### src/sv/assert_macros.svh
// assertion macros for the bank controller
`ifndef ASSERT_MACROS_SVH
`define ASSERT_MACROS_SVH

`ifndef ASSERT_OFF
// antecedent in a cycle implies consequent in the same cycle
`define ASSERT_IMPLIES(label, clk, rst, ante, cons) \
  label: assert property (@(posedge clk) disable iff (rst) (ante) |-> (cons)) \
    else $error("assertion failed: implies");
// antecedent in a cycle implies consequent in the next cycle
`define ASSERT_NEXT(label, clk, rst, ante, cons) \
  label: assert property (@(posedge clk) disable iff (rst) (ante) |=> (cons)) \
    else $error("assertion failed: next");
`else
`define ASSERT_IMPLIES(label, clk, rst, ante, cons)
`define ASSERT_NEXT(label, clk, rst, ante, cons)
`endif

`endif

### src/sv/mmbc_pkg.sv
// types and constants shared by the bank controller modules
`timescale 1ns / 1ps

package mmbc_pkg;

  typedef enum logic [1:0] {
    CART_NONE  = 2'd0,
    CART_MBC1  = 2'd1,
    CART_MBC3  = 2'd2,
    CART_OTHER = 2'd3
  } cart_kind_t;

  typedef enum logic [2:0] {
    TGT_NONE = 3'd0,
    TGT_BOOT = 3'd1,
    TGT_ROM  = 3'd2,
    TGT_INT  = 3'd3,
    TGT_CRAM = 3'd4,
    TGT_DIRS = 3'd5,
    TGT_KEYS = 3'd6,
    TGT_FF   = 3'd7
  } target_t;

  localparam logic MODE_READ  = 1'b0;
  localparam logic MODE_WRITE = 1'b1;

  localparam logic [15:0] ADDR_P1        = 16'hFF00;
  localparam logic [15:0] ADDR_DIV       = 16'hFF04;
  localparam logic [15:0] ADDR_LY        = 16'hFF44;
  localparam logic [15:0] ADDR_DMA       = 16'hFF46;
  localparam logic [15:0] ADDR_BOOT_EXIT = 16'hFF50;
  localparam logic [15:0] ADDR_BOOT_END  = 16'h0100;
  localparam logic [15:0] ADDR_BANKSEL   = 16'h2000;
  localparam logic [15:0] ADDR_ROMX      = 16'h4000;
  localparam logic [15:0] ADDR_MODESEL   = 16'h6000;
  localparam logic [15:0] ADDR_VRAM      = 16'h8000;
  localparam logic [15:0] ADDR_CRAM      = 16'hA000;
  localparam logic [15:0] ADDR_WRAM      = 16'hC000;
  localparam logic [15:0] ADDR_ECHO      = 16'hE000;
  localparam logic [15:0] ADDR_ECHO_END  = 16'hFE00;
  localparam logic [15:0] ADDR_WRAM_TOP  = 16'hDE00;
  localparam logic [15:0] MIRROR_OFFSET  = 16'h2000;

  localparam logic [7:0] RAM_ENABLE_KEY = 8'h0A;
  localparam logic [7:0] P1_WRITE_MASK  = 8'hF0;

  typedef struct packed {
    logic        mode;
    logic [15:0] address;
    logic [7:0]  write_data;
  } req_t;

  typedef struct packed {
    target_t     target;
    logic [20:0] mapped_address;
    logic        write_enable;
    logic [7:0]  out_data;
    logic        mirror_valid;
    logic [15:0] mirror_address;
    logic        dma_start;
  } rsp_t;

  typedef struct packed {
    logic [6:0] rom_bank;
    logic [1:0] ram_bank;
    logic       ram_enable;
    logic       boot_active;
    logic [1:0] joypad_select;
  } bank_state_t;

  localparam bank_state_t BANK_STATE_RESET = '{
    rom_bank:      7'd1,
    ram_bank:      2'd0,
    ram_enable:    1'b0,
    boot_active:   1'b1,
    joypad_select: 2'b11
  };

endpackage

### src/sv/handheld_memory_map_bank_controller.sv
// bank controller top level: input register, decode, result register
// flow: an accepted request is held in the input register, and its response is loaded
// into the result register once that register is empty or being taken
// throughput: one transaction per cycle unless the response stalls; the result register frees the input
// register whenever the response is empty or being taken
// reset: synchronous, clears both valid bits, cart kind to no controller,
// rom bank 1, ram bank 0, ram disabled, boot rom overlaid, joypad select high
`timescale 1ns / 1ps
`include "assert_macros.svh"

module handheld_memory_map_bank_controller (
  input  logic           clk,
  input  logic           rst,
  input  logic           req_valid,
  output logic           req_ready,
  input  mmbc_pkg::req_t req,
  output logic           rsp_valid,
  input  logic           rsp_ready,
  output mmbc_pkg::rsp_t rsp,
  input  logic           cfg_valid,
  output logic           cfg_ready,
  input  logic [1:0]     cfg_data
);
  import mmbc_pkg::*;

  logic        s1_valid;
  req_t        s1_req;
  logic        advance;
  rsp_t        rsp_next;
  cart_kind_t  cart_kind;
  bank_state_t state;
  bank_state_t state_next;

  assign cfg_ready = 1'b1;
  assign advance   = s1_valid && (!rsp_valid || rsp_ready);
  assign req_ready = !s1_valid || advance;

  always_ff @(posedge clk) begin
    if (rst) begin
      s1_valid <= 1'b0;
    end else if (req_ready) begin
      s1_valid <= req_valid;
    end
  end

  always_ff @(posedge clk) begin
    if (req_ready && req_valid) begin
      s1_req <= req;
    end
  end

  mmbc_decode u_decode (
    .req        (s1_req),
    .cart_kind  (cart_kind),
    .state      (state),
    .rsp        (rsp_next),
    .state_next (state_next)
  );

  // state moves with the transaction that leaves the input register
  mmbc_state u_state (
    .clk        (clk),
    .rst        (rst),
    .cfg_write  (cfg_valid && cfg_ready),
    .cfg_data   (cfg_data),
    .update     (advance),
    .state_next (state_next),
    .cart_kind  (cart_kind),
    .state      (state)
  );

  always_ff @(posedge clk) begin
    if (rst) begin
      rsp_valid <= 1'b0;
    end else if (advance) begin
      rsp_valid <= 1'b1;
    end else if (rsp_ready) begin
      rsp_valid <= 1'b0;
    end
  end

  always_ff @(posedge clk) begin
    if (advance) begin
      rsp <= rsp_next;
    end
  end

  `ASSERT_NEXT(a_boot_stays_off, clk, rst, !state.boot_active, !state.boot_active)
  `ASSERT_IMPLIES(a_we_target, clk, rst, rsp_valid && rsp.write_enable, rsp.target == TGT_INT || rsp.target == TGT_CRAM)
  `ASSERT_IMPLIES(a_mirror_we, clk, rst, rsp_valid && rsp.mirror_valid, rsp.write_enable && rsp.target == TGT_INT)
  `ASSERT_IMPLIES(a_dma_alone, clk, rst, rsp_valid && rsp.dma_start, !rsp.write_enable && rsp.target == TGT_NONE)

endmodule

### src/sv/mmbc_state.sv
// cartridge kind register and bank/enable/joypad state
`timescale 1ns / 1ps

module mmbc_state (
  input  logic                 clk,
  input  logic                 rst,
  input  logic                 cfg_write,
  input  logic [1:0]           cfg_data,
  input  logic                 update,
  input  mmbc_pkg::bank_state_t state_next,
  output mmbc_pkg::cart_kind_t cart_kind,
  output mmbc_pkg::bank_state_t state
);
  import mmbc_pkg::*;

  always_ff @(posedge clk) begin
    if (rst) begin
      cart_kind <= CART_NONE;
    end else if (cfg_write) begin
      cart_kind <= cart_kind_t'(cfg_data);
    end
  end

  always_ff @(posedge clk) begin
    if (rst) begin
      state <= BANK_STATE_RESET;
    end else if (update) begin
      state <= state_next;
    end
  end

endmodule

### src/sv/mmbc_decode.sv
// access decode: result fields and next bank state for one bus transaction
`timescale 1ns / 1ps

module mmbc_decode (
  input  mmbc_pkg::req_t        req,
  input  mmbc_pkg::cart_kind_t  cart_kind,
  input  mmbc_pkg::bank_state_t state,
  output mmbc_pkg::rsp_t        rsp,
  output mmbc_pkg::bank_state_t state_next
);
  import mmbc_pkg::*;

  logic [15:0] a;
  logic [7:0]  d;
  logic [6:0]  romx_bank;
  logic [20:0] romx_addr;
  logic [20:0] cram_addr;

  assign a = req.address;
  assign d = req.write_data;

  // banks 0 and 1 both map the switchable window to bank 1
  assign romx_bank = (state.rom_bank > 7'd1) ? state.rom_bank : 7'd1;
  assign romx_addr = {romx_bank, a[13:0]};
  assign cram_addr = {6'd0, state.ram_bank, a[12:0]};

  always_comb begin
    rsp        = '0;
    rsp.target = TGT_NONE;
    state_next = state;
    if (req.mode == MODE_READ) begin
      if (a < ADDR_BOOT_END && state.boot_active) begin
        rsp.target         = TGT_BOOT;
        rsp.mapped_address = {5'd0, a};
      end else if (a < ADDR_ROMX) begin
        rsp.target         = TGT_ROM;
        rsp.mapped_address = {5'd0, a};
      end else if (a < ADDR_VRAM) begin
        rsp.target         = TGT_ROM;
        rsp.mapped_address = romx_addr;
      end else if (a < ADDR_CRAM) begin
        rsp.target         = TGT_INT;
        rsp.mapped_address = {5'd0, a};
      end else if (a < ADDR_WRAM) begin
        if (cart_kind == CART_NONE) begin
          rsp.target         = TGT_INT;
          rsp.mapped_address = {5'd0, a};
        end else if (state.ram_enable) begin
          rsp.target         = TGT_CRAM;
          rsp.mapped_address = cram_addr;
        end
      end else if (a == ADDR_P1) begin
        if (!state.joypad_select[0]) begin
          rsp.target = TGT_DIRS;
        end else if (!state.joypad_select[1]) begin
          rsp.target = TGT_KEYS;
        end else begin
          rsp.target = TGT_FF;
        end
      end else begin
        rsp.target         = TGT_INT;
        rsp.mapped_address = {5'd0, a};
      end
    end else begin
      if (a == ADDR_DMA) begin
        rsp.dma_start = 1'b1;
        rsp.out_data  = d;
      end else if (a == ADDR_P1) begin
        state_next.joypad_select = d[5:4];
        rsp.target         = TGT_INT;
        rsp.mapped_address = {5'd0, a};
        rsp.write_enable   = 1'b1;
        rsp.out_data       = d & P1_WRITE_MASK;
      end else if (a == ADDR_DIV) begin
        rsp.target         = TGT_INT;
        rsp.mapped_address = {5'd0, a};
        rsp.write_enable   = 1'b1;
      end else if (a == ADDR_BOOT_EXIT) begin
        state_next.boot_active = 1'b0;
      end else if (a < ADDR_BANKSEL) begin
        state_next.ram_enable = ((d & RAM_ENABLE_KEY) == RAM_ENABLE_KEY);
      end else if (a < ADDR_ROMX) begin
        case (cart_kind)
          CART_MBC1: begin
            state_next.rom_bank = (d[3:0] == 4'd0) ? 7'd1 : {3'd0, d[3:0]};
          end
          CART_MBC3: begin
            state_next.rom_bank = d[6:0];
          end
          default: begin
            state_next.rom_bank = 7'd1;
          end
        endcase
      end else if (a < ADDR_MODESEL) begin
        if (cart_kind == CART_MBC1 || cart_kind == CART_MBC3) begin
          state_next.ram_bank = d[1:0];
        end
      end else if (a < ADDR_VRAM) begin
        if (cart_kind == CART_MBC1) begin
          state_next.rom_bank = 7'd0;
        end
      end else if (a >= ADDR_ECHO && a < ADDR_ECHO_END) begin
        rsp.target         = TGT_INT;
        rsp.mapped_address = {5'd0, a};
        rsp.write_enable   = 1'b1;
        rsp.out_data       = d;
        rsp.mirror_valid   = 1'b1;
        rsp.mirror_address = a - MIRROR_OFFSET;
      end else if (a >= ADDR_WRAM && a < ADDR_ECHO) begin
        rsp.target         = TGT_INT;
        rsp.mapped_address = {5'd0, a};
        rsp.write_enable   = 1'b1;
        rsp.out_data       = d;
        // the top of work ram has no echo copy
        if (a < ADDR_WRAM_TOP) begin
          rsp.mirror_valid   = 1'b1;
          rsp.mirror_address = a + MIRROR_OFFSET;
        end
      end else if (a >= ADDR_CRAM && a < ADDR_WRAM) begin
        if (state.ram_enable) begin
          rsp.target         = TGT_CRAM;
          rsp.mapped_address = cram_addr;
          rsp.write_enable   = 1'b1;
          rsp.out_data       = d;
        end
      end else if (a == ADDR_LY) begin
        rsp.target         = TGT_INT;
        rsp.mapped_address = {5'd0, a};
        rsp.write_enable   = 1'b1;
      end else begin
        rsp.target         = TGT_INT;
        rsp.mapped_address = {5'd0, a};
        rsp.write_enable   = 1'b1;
        rsp.out_data       = d;
      end
    end
  end

endmodule
### config.mk
export PLATFORM = sky130hd
export DESIGN_NAME = handheld_memory_map_bank_controller
export DESIGN_NICKNAME = d
export VERILOG_FILES = /design/src/sv/mmbc_pkg.sv /design/src/sv/handheld_memory_map_bank_controller.sv /design/src/sv/mmbc_state.sv /design/src/sv/mmbc_decode.sv
export VERILOG_INCLUDE_DIRS = /design/src /design/src/sv
export SDC_FILE = /design/constraint.sdc
export NUM_CORES = 1
export LEC_CHECK = 0
export BUFFER_PORTS_ARGS = -buffer_cell sky130_fd_sc_hd__buf_2
export CAP_MARGIN = 10
export CORE_MARGIN = 5
export CORE_UTILIZATION = 49
export DETAILED_ROUTE_END_ITERATION = 7
export PLACE_DENSITY_LB_ADDON = 0.3
export SYNTH_ARGS = -nofsm -noshare
export SYNTH_HDL_FRONTEND = slang
export SYNTH_SLANG_ARGS = --single-unit
### constraint.sdc
create_clock -name clk -period 3.34 [get_ports clk]
set_input_delay 0.334 -clock clk [delete_from_list [all_inputs] [get_ports clk]]
set_output_delay 0.334 -clock clk [all_outputs]
set_load 0.03 [all_outputs]
==> results of run 1 <==
-- metal layers --
layer | share of wire [%] | vias up | GRT usage (%)
met5 | 0 | - | 0
met4 | 2.2 | 0 | 7.16
met3 | 7.4 | 18 | 4.91
met2 | 46 | 113 | 27.5
met1 | 44 | 1312 | 22.8
li1 | - | 1343 | -
-- cell usage after synthesis, types with 2 or more instances --
cell and count:
dfxtp_1 17, a21oi_1 13, a221o_1 2, and3_1 11, nor3_1 8, ha_1 6, mux2i_1 7, nor4_1 2
buf_4 2, o21ai_0 3, nand3_1 11, nor2b_1 4, and4b_1 2, and4_1 2, nand2b_1 2, nand2_1 18
nor2_1 26, o211ai_1 7, edfxtp_1 76, nor3b_1 4, inv_1 6, nand4_1 6, o22ai_1 3, a211o_1 2
clkbuf_1 6, o21ai_1 2, nand4b_1 3, buf_2 4, and2_1 32
-- power breakdown --
part	internal (W)	switching (W)	total, W
sequential	0.00131	0.0000356	0.00135
clock	0.000440	0.000365	0.000805
combinational	0.0000743	0.000161	0.000235
total	0.00183	0.000561	0.00239
-- critical path, delay by kind of cell, from the launching register on --
| family | cells | cell delay, ns |
|---|---|---|
| AND/OR/NAND/NOR | 4 | 1.16 |
| flip-flops | 1 | 0.71 |
| AO/OA/AOI/OAI | 2 | 0.53 |
-- registers in the layout, summed over array words and instances (netlist names) --
signal	flops
rsp_valid	1
s1_valid	1
u_state.cart_kind	2
rsp	51
s1_req	25
u_state.state	13
-- cells by family after synthesis --
| logic type | count (synthesis) | share of synthesized area (%) |
|---|---|---|
| simple gates | 143 | 20.8 |
| flops | 93 | 64.8 |
| compound gates | 45 | 8.31 |
| buf+inv | 19 | 2.25 |
| mux | 7 | 1.73 |
| fa+ha+maj | 6 | 1.85 |
| other cells | 1 | 0.0926 |
| xor+xnor | 1 | 0.216 |
-- cells in the final DEF, fill, tap and decap left out, types with 2 or more instances in the layout --
cell	n
and4b_1	2
nor4_1	2
nor3b_1	4
nor2b_1	3
and4_1	2
o211ai_1	7
buf_2	84
bufinv_16	2
inv_1	6
o21ai_0	3
a221o_1	2
nand4b_1	3
nand4_1	6
and3_1	11
nand2_1	18
nand2b_1	2
a211o_1	2
clkbuf_1	2
mux2i_1	7
dfxtp_1	17
clkbuf_8	10
and2_1	32
o22ai_1	3
o21ai_1	2
nor2_1	26
a21oi_1	13
nand3_1	11
ha_1	6
edfxtp_1	76
nor3_1	8
buf_4	3
-- worst paths after layout --
kind	end	slack [ns]	start
worst min register to register	u_state.state[2]	0.45	u_state.state[2]
worst max-delay path	rsp[41]	0.69	s1_req[23]
worst max register to register	rsp[41]	0.69	s1_req[23]
worst min-delay path	s1_req[13]	0.14	req[13]
-- metrics by stage --
stage	power (W)	utilization, %	instance area (sq um)	hold WS, ns
2_1_floorplan	0.00153	-	4050	0.418
3_3_place_gp	0.00161	56.1	4560	0.432
3_5_place_dp	0.00161	56.1	4560	0.436
4_1_cts	0.00241	58.8	4780	0.121
5_1_grt	0.00247	58.8	4780	0.123
6_report	0.00239	58.8	4780	0.139
-- area by class of cell --
cell class | count | area [sq um]
clock inverters | 4 | 71.3
well taps | 105 | 131
repair buffers | 87 | 443
fillers | 687 | 3350
inverters | 6 | 22.5
multi-input cells | 203 | 1340
clock buffers | 12 | 145
flip-flops and latches | 93 | 2620
==> run metrics, run 1 <==
outcome finished clean; DRT iter0 DRCs 186; # IOs 86; yosys warns 0; post-route clock skew about 0.012 ns; first-pass GRT wire length 13700 microns; CP Capture Type register; synthesis-to-finish area growth 18.0%; WL per Instance between 15 and 20 microns; main flop type after synthesis edfxtp_1; core area 8130 sq um; #FFs+latches synth 93; CTS tree yes; P_leak 1.84 nW; hold_buf cts 0; RSZ-0062 raised after global routing false; die width 101 microns; largest net degree at the start of global routing 56; Worst-Margin Slew 0.668 ns; die area roughly 10000 sq um; vias 2786; Fmax 377 MHz; maximum VDD drop between 200 and 250 uV; number of global-route vias before repair 2790; sum of negative setup slack 0 ns; final cell count without fillers 510; CP cell instances nand3_1 > nor3_1 > and3_1 > nor2_1 > a22o_1 > a221o_1; type of the worst min-delay path in2reg; Final setup viols 0; CTS Buffer Depth 2; initial antenna violation count 0; post-synth top area cell edfxtp_1; post-place setup slack 0.752 ns; clk_lat worst skew 0.36 ns; placed cells 494; Port Buf Inserts 84; 1st-pass router iterations 5; post-CTS sizing 0; fraction of layout cells with a size suffix above 1 between 20% and 30%; Root Buffer clkbuf_8; CTS buffer count 9; hold depth 1; sequential area share after synthesis 64.8%; WS Path Type reg2reg; number of enable flip-flop cells after synthesis between 70 and 80; critical path startpoint category register; Hold Fails Final Rpt 0; Netlist cell types 57; post-synthesis cell count 315; final worst path period need 2.65 ns; Core Rows 33; R2R cell count 6; WP data arrival 2.75 ns; slowest cell on the critical path edfxtp_1; ANT cells 0; Vias/cell between 5 and 6; Worst Path Max Fanout 19; Cell Area, Synth approximately 4100 sq um; Nets roughly 440; Worst slew margin 55.5%; max-slew violations 0; drt total wl about 8500 microns; dominant cells by area after synthesis edfxtp_1 56%, dfxtp_1 8.4%, and2_1 4.9%; setup bufs post-CTS 0; WP data required approximately 3.4 ns; FFs w/ async S/R, synth 0%; hpwl dp 6160 microns; Antenna Nets Post-Route 0; GP Congestion 0.920; Initial Utilization approximately 50%; clock sink count 93; Power Density 500 nW/um^2; Max-cap violations 0; DRC viols 0; CTS clock-pin slew for the worst setup and hold paths 0.09 ns; CP max stage delay 0.71 ns; GRT Residual Overflow 0; CTS HTree Levels 3; Yosys top cell area share between 50 and 60%; Worst Slack Setup Final 0.691 ns; syn nets 353; Die Y 101 microns; syn_area_per_cell 12.9 sq um; Total GRT Usage 17.5%; Tcrit/Tclk final 79.3%
Note: power is estimated with default switching activity, not from simulation.
==> run 2: changes to the inputs <==
--- a/config.mk
+++ b/config.mk
@@ -9,7 +9,7 @@
 export BUFFER_PORTS_ARGS = -buffer_cell sky130_fd_sc_hd__buf_2
 export CAP_MARGIN = 10
 export CORE_MARGIN = 5
-export CORE_UTILIZATION = 49
+export CORE_UTILIZATION = 52
 export DETAILED_ROUTE_END_ITERATION = 7
 export PLACE_DENSITY_LB_ADDON = 0.3
 export SYNTH_ARGS = -nofsm -noshare
==> constraint.sdc (replaced) <==
create_clock -name clk -period 2.6 [get_ports clk]
set_input_delay 0.26 -clock clk [delete_from_list [all_inputs] [get_ports clk]]
set_output_delay 0.26 -clock clk [all_outputs]
set_load 0.03 [all_outputs]
==> run 2 against run 1 <==
Effect of this change: critical path depth unchanged; via count increased by 2.8%; wire length shrank 1.7%; fmax up 12%; final area grew 0.71%; worst hold slack lost 0.074 ns.
==> run metrics, run 2 (synthesis results as in run 1) <==
initial antenna violation count 0 (unchanged); first-pass GRT wire length 13900 microns (was 13700 microns); Net Sw Power 0.000775 W (was 0.000561 W); Antenna Nets Post-Route 0 (unchanged); P_leak 1.88 nW (was 1.84 nW); GRT Residual Overflow 0 (unchanged); outcome finished clean (unchanged); Core Rows 32 (was 33); CP Capture Type register (unchanged); type of the worst min-delay path in2reg (unchanged); Vias/cell 5.54 (was 5.46); ANT cells 0 (unchanged); final cell count without fillers 517 (was 510); setup bufs post-CTS 0 (unchanged); hold_buf cts 0 (unchanged); sw frac 26.5% (was 23.5%); final design utilization 62.9% (was 58.8%); internal power 0.00215 W (was 0.00183 W); Worst slew margin 25.3% (was 55.5%); sum of negative setup slack 0 ns (unchanged); synthesis-to-finish area growth 18.8% (was 18.0%); Combinational Power Share 11.1% (was 9.8%); Nets 448 (was 438); WP data required 2.70 ns (was 3.44 ns); clk_lat worst skew 0.36 ns (about the same); 1st-pass router iterations 5 (unchanged); DRC viols 0 (unchanged); Max-cap violations 0 (unchanged); DRT iter0 DRCs 246 (was 186); biggest registers after layout rsp: 51 flops, s1_req: 25 flops, u_state.state: 13 flops (unchanged); post-CTS sizing 0 (unchanged); CTS HTree Levels 3 (unchanged); critical path startpoint category register (unchanged); slowest cell on the critical path edfxtp_1 (unchanged); CTS clock-pin slew for the worst setup and hold paths 0.10 ns (was 0.09 ns); Die Y 98.3 microns (was 101 microns); # IOs 86 (unchanged); clock share of power 30.0% (was 33.7%); Top reg by flops rsp (unchanged); post-route clock skew 0.0146 ns (was 0.0124 ns); Tcrit/Tclk final 90.8% (was 79.3%); crit path buf inv count 0 (unchanged); max-slew violations 0 (unchanged); Port Buf Inserts 84 (unchanged); CTS buffer count 9 (unchanged); CP delay by family, top simple AND/OR/NAND/NOR gates (unchanged); largest net degree at the start of global routing 29 (was 56); most frequent cells in the layout 84 x buf_2, 76 x edfxtp_1, 32 x and2_1 (unchanged); R2R Setup Slk 0.24 ns (was 0.69 ns); die area 9650 sq um (was 10200 sq um); placed cells 501 (was 494); Seq pwr share 58.9% (was 56.5%); Total GRT Usage 18.2% (was 17.5%); RSZ-0062 raised after global routing false (unchanged); Initial Utilization 53.0% (was 49.8%); Worst-Margin Slew 1.12 ns (was 0.668 ns); CP max stage delay 0.48 ns (was 0.71 ns); CTS Buffer Depth 2 (unchanged); WL per Instance 16.1 microns (was 16.6 microns); final cell area excluding filler cells 4810 sq um (was 4780 sq um); most common cell after layout, fill and taps aside buf_2 (unchanged); CP cell instances or3_1 > nor4_4 > a41oi_2 > o21ai_1 > nor4b_4 > nor2_1 (was nand3_1 > nor3_1 > and3_1 > nor2_1 > a22o_1 > a221o_1); Worst Path Max Fanout 8 (was 19); vias 2864 (was 2786); CTS tree yes (unchanged); number of global-route vias before repair 2809 (was 2790); fraction of layout cells with a size suffix above 1 30.6% (was 28.1%); fillers 606 (was 687); GP Congestion 0.971 (was 0.920); clock sink count 93 (unchanged); die width 98.3 microns (was 101 microns); Power Density 607 nW/um^2 (was 500 nW/um^2); Final setup viols 0 (unchanged); hold slack 0.0652 ns (was 0.139 ns); Hold Fails Final Rpt 0 (unchanged); core area 7650 sq um (was 8130 sq um); max reg flops 51 (unchanged); maximum VDD drop 353 uV (was 208 uV); WS Path Type reg2reg (unchanged); final worst path period need 2.36 ns (was 2.65 ns); drt total wl 8340 microns (was 8490 microns); WP data arrival 2.46 ns (was 2.75 ns); hpwl dp 6210 microns (was 6160 microns); Fmax 423 MHz (was 377 MHz); Root Buffer clkbuf_8 (unchanged); Post-DP Area 4630 sq um (was 4560 sq um)
run 2: cell type report:
| class | instances | area, sq um | area share (%) |
|---|---|---|---|
| flip-flops and latches | 93 | 2620 | 54.5 |
| well taps | 102 | 128 | 2.65 |
| clock buffers | 9 | 124 | 2.57 |
| inverters | 6 | 22.5 | 0.468 |
| multi-input cells | 203 | 1340 | 27.9 |
| clock inverters | 7 | 55.1 | 1.14 |
| repair buffers | 97 | 518 | 10.8 |
run 2: final timing paths:
path / startpoint / endpoint / depth (start not counted)
setup / recovery: s1_req[16] / rsp[24] / 6
hold reg to reg: u_state.state[2] / u_state.state[2] / 1
hold / removal: req[0] / s1_req[0] / 1
setup reg to reg: s1_req[16] / rsp[24] / 6
run 2: power groups by stage:
stage | Combinational, W | Clock (W) | Sequential (W)
after floorplan | 0.000130 | 0 | 0.00183
after global placement | 0.000320 | 0 | 0.00175
final | 0.000324 | 0.000879 | 0.00172
after detailed placement | 0.000325 | 0 | 0.00176
after global routing | 0.000351 | 0.000970 | 0.00173
after CTS | 0.000326 | 0.000895 | 0.00172
run 2: layer usage:
metal | wire length, microns | global-route usage (%) | vias up
met5 | 0 | 0 | -
met2 | 3970 | 29.1 | 116
met4 | 127 | 6.62 | 0
met3 | 625 | 3.93 | 11
li1 | - | - | 1369
met1 | 3610 | 24.8 | 1368
run 2: metrics by stage:
stage | power (W) | setup slack [ns]
after global routing | 0.00305 | 0.101
after CTS | 0.00294 | 0.255
after detailed placement | 0.00208 | 0.272
after global placement | 0.00207 | 0.324
after floorplan | 0.00196 | 0.186
final | 0.00292 | 0.239
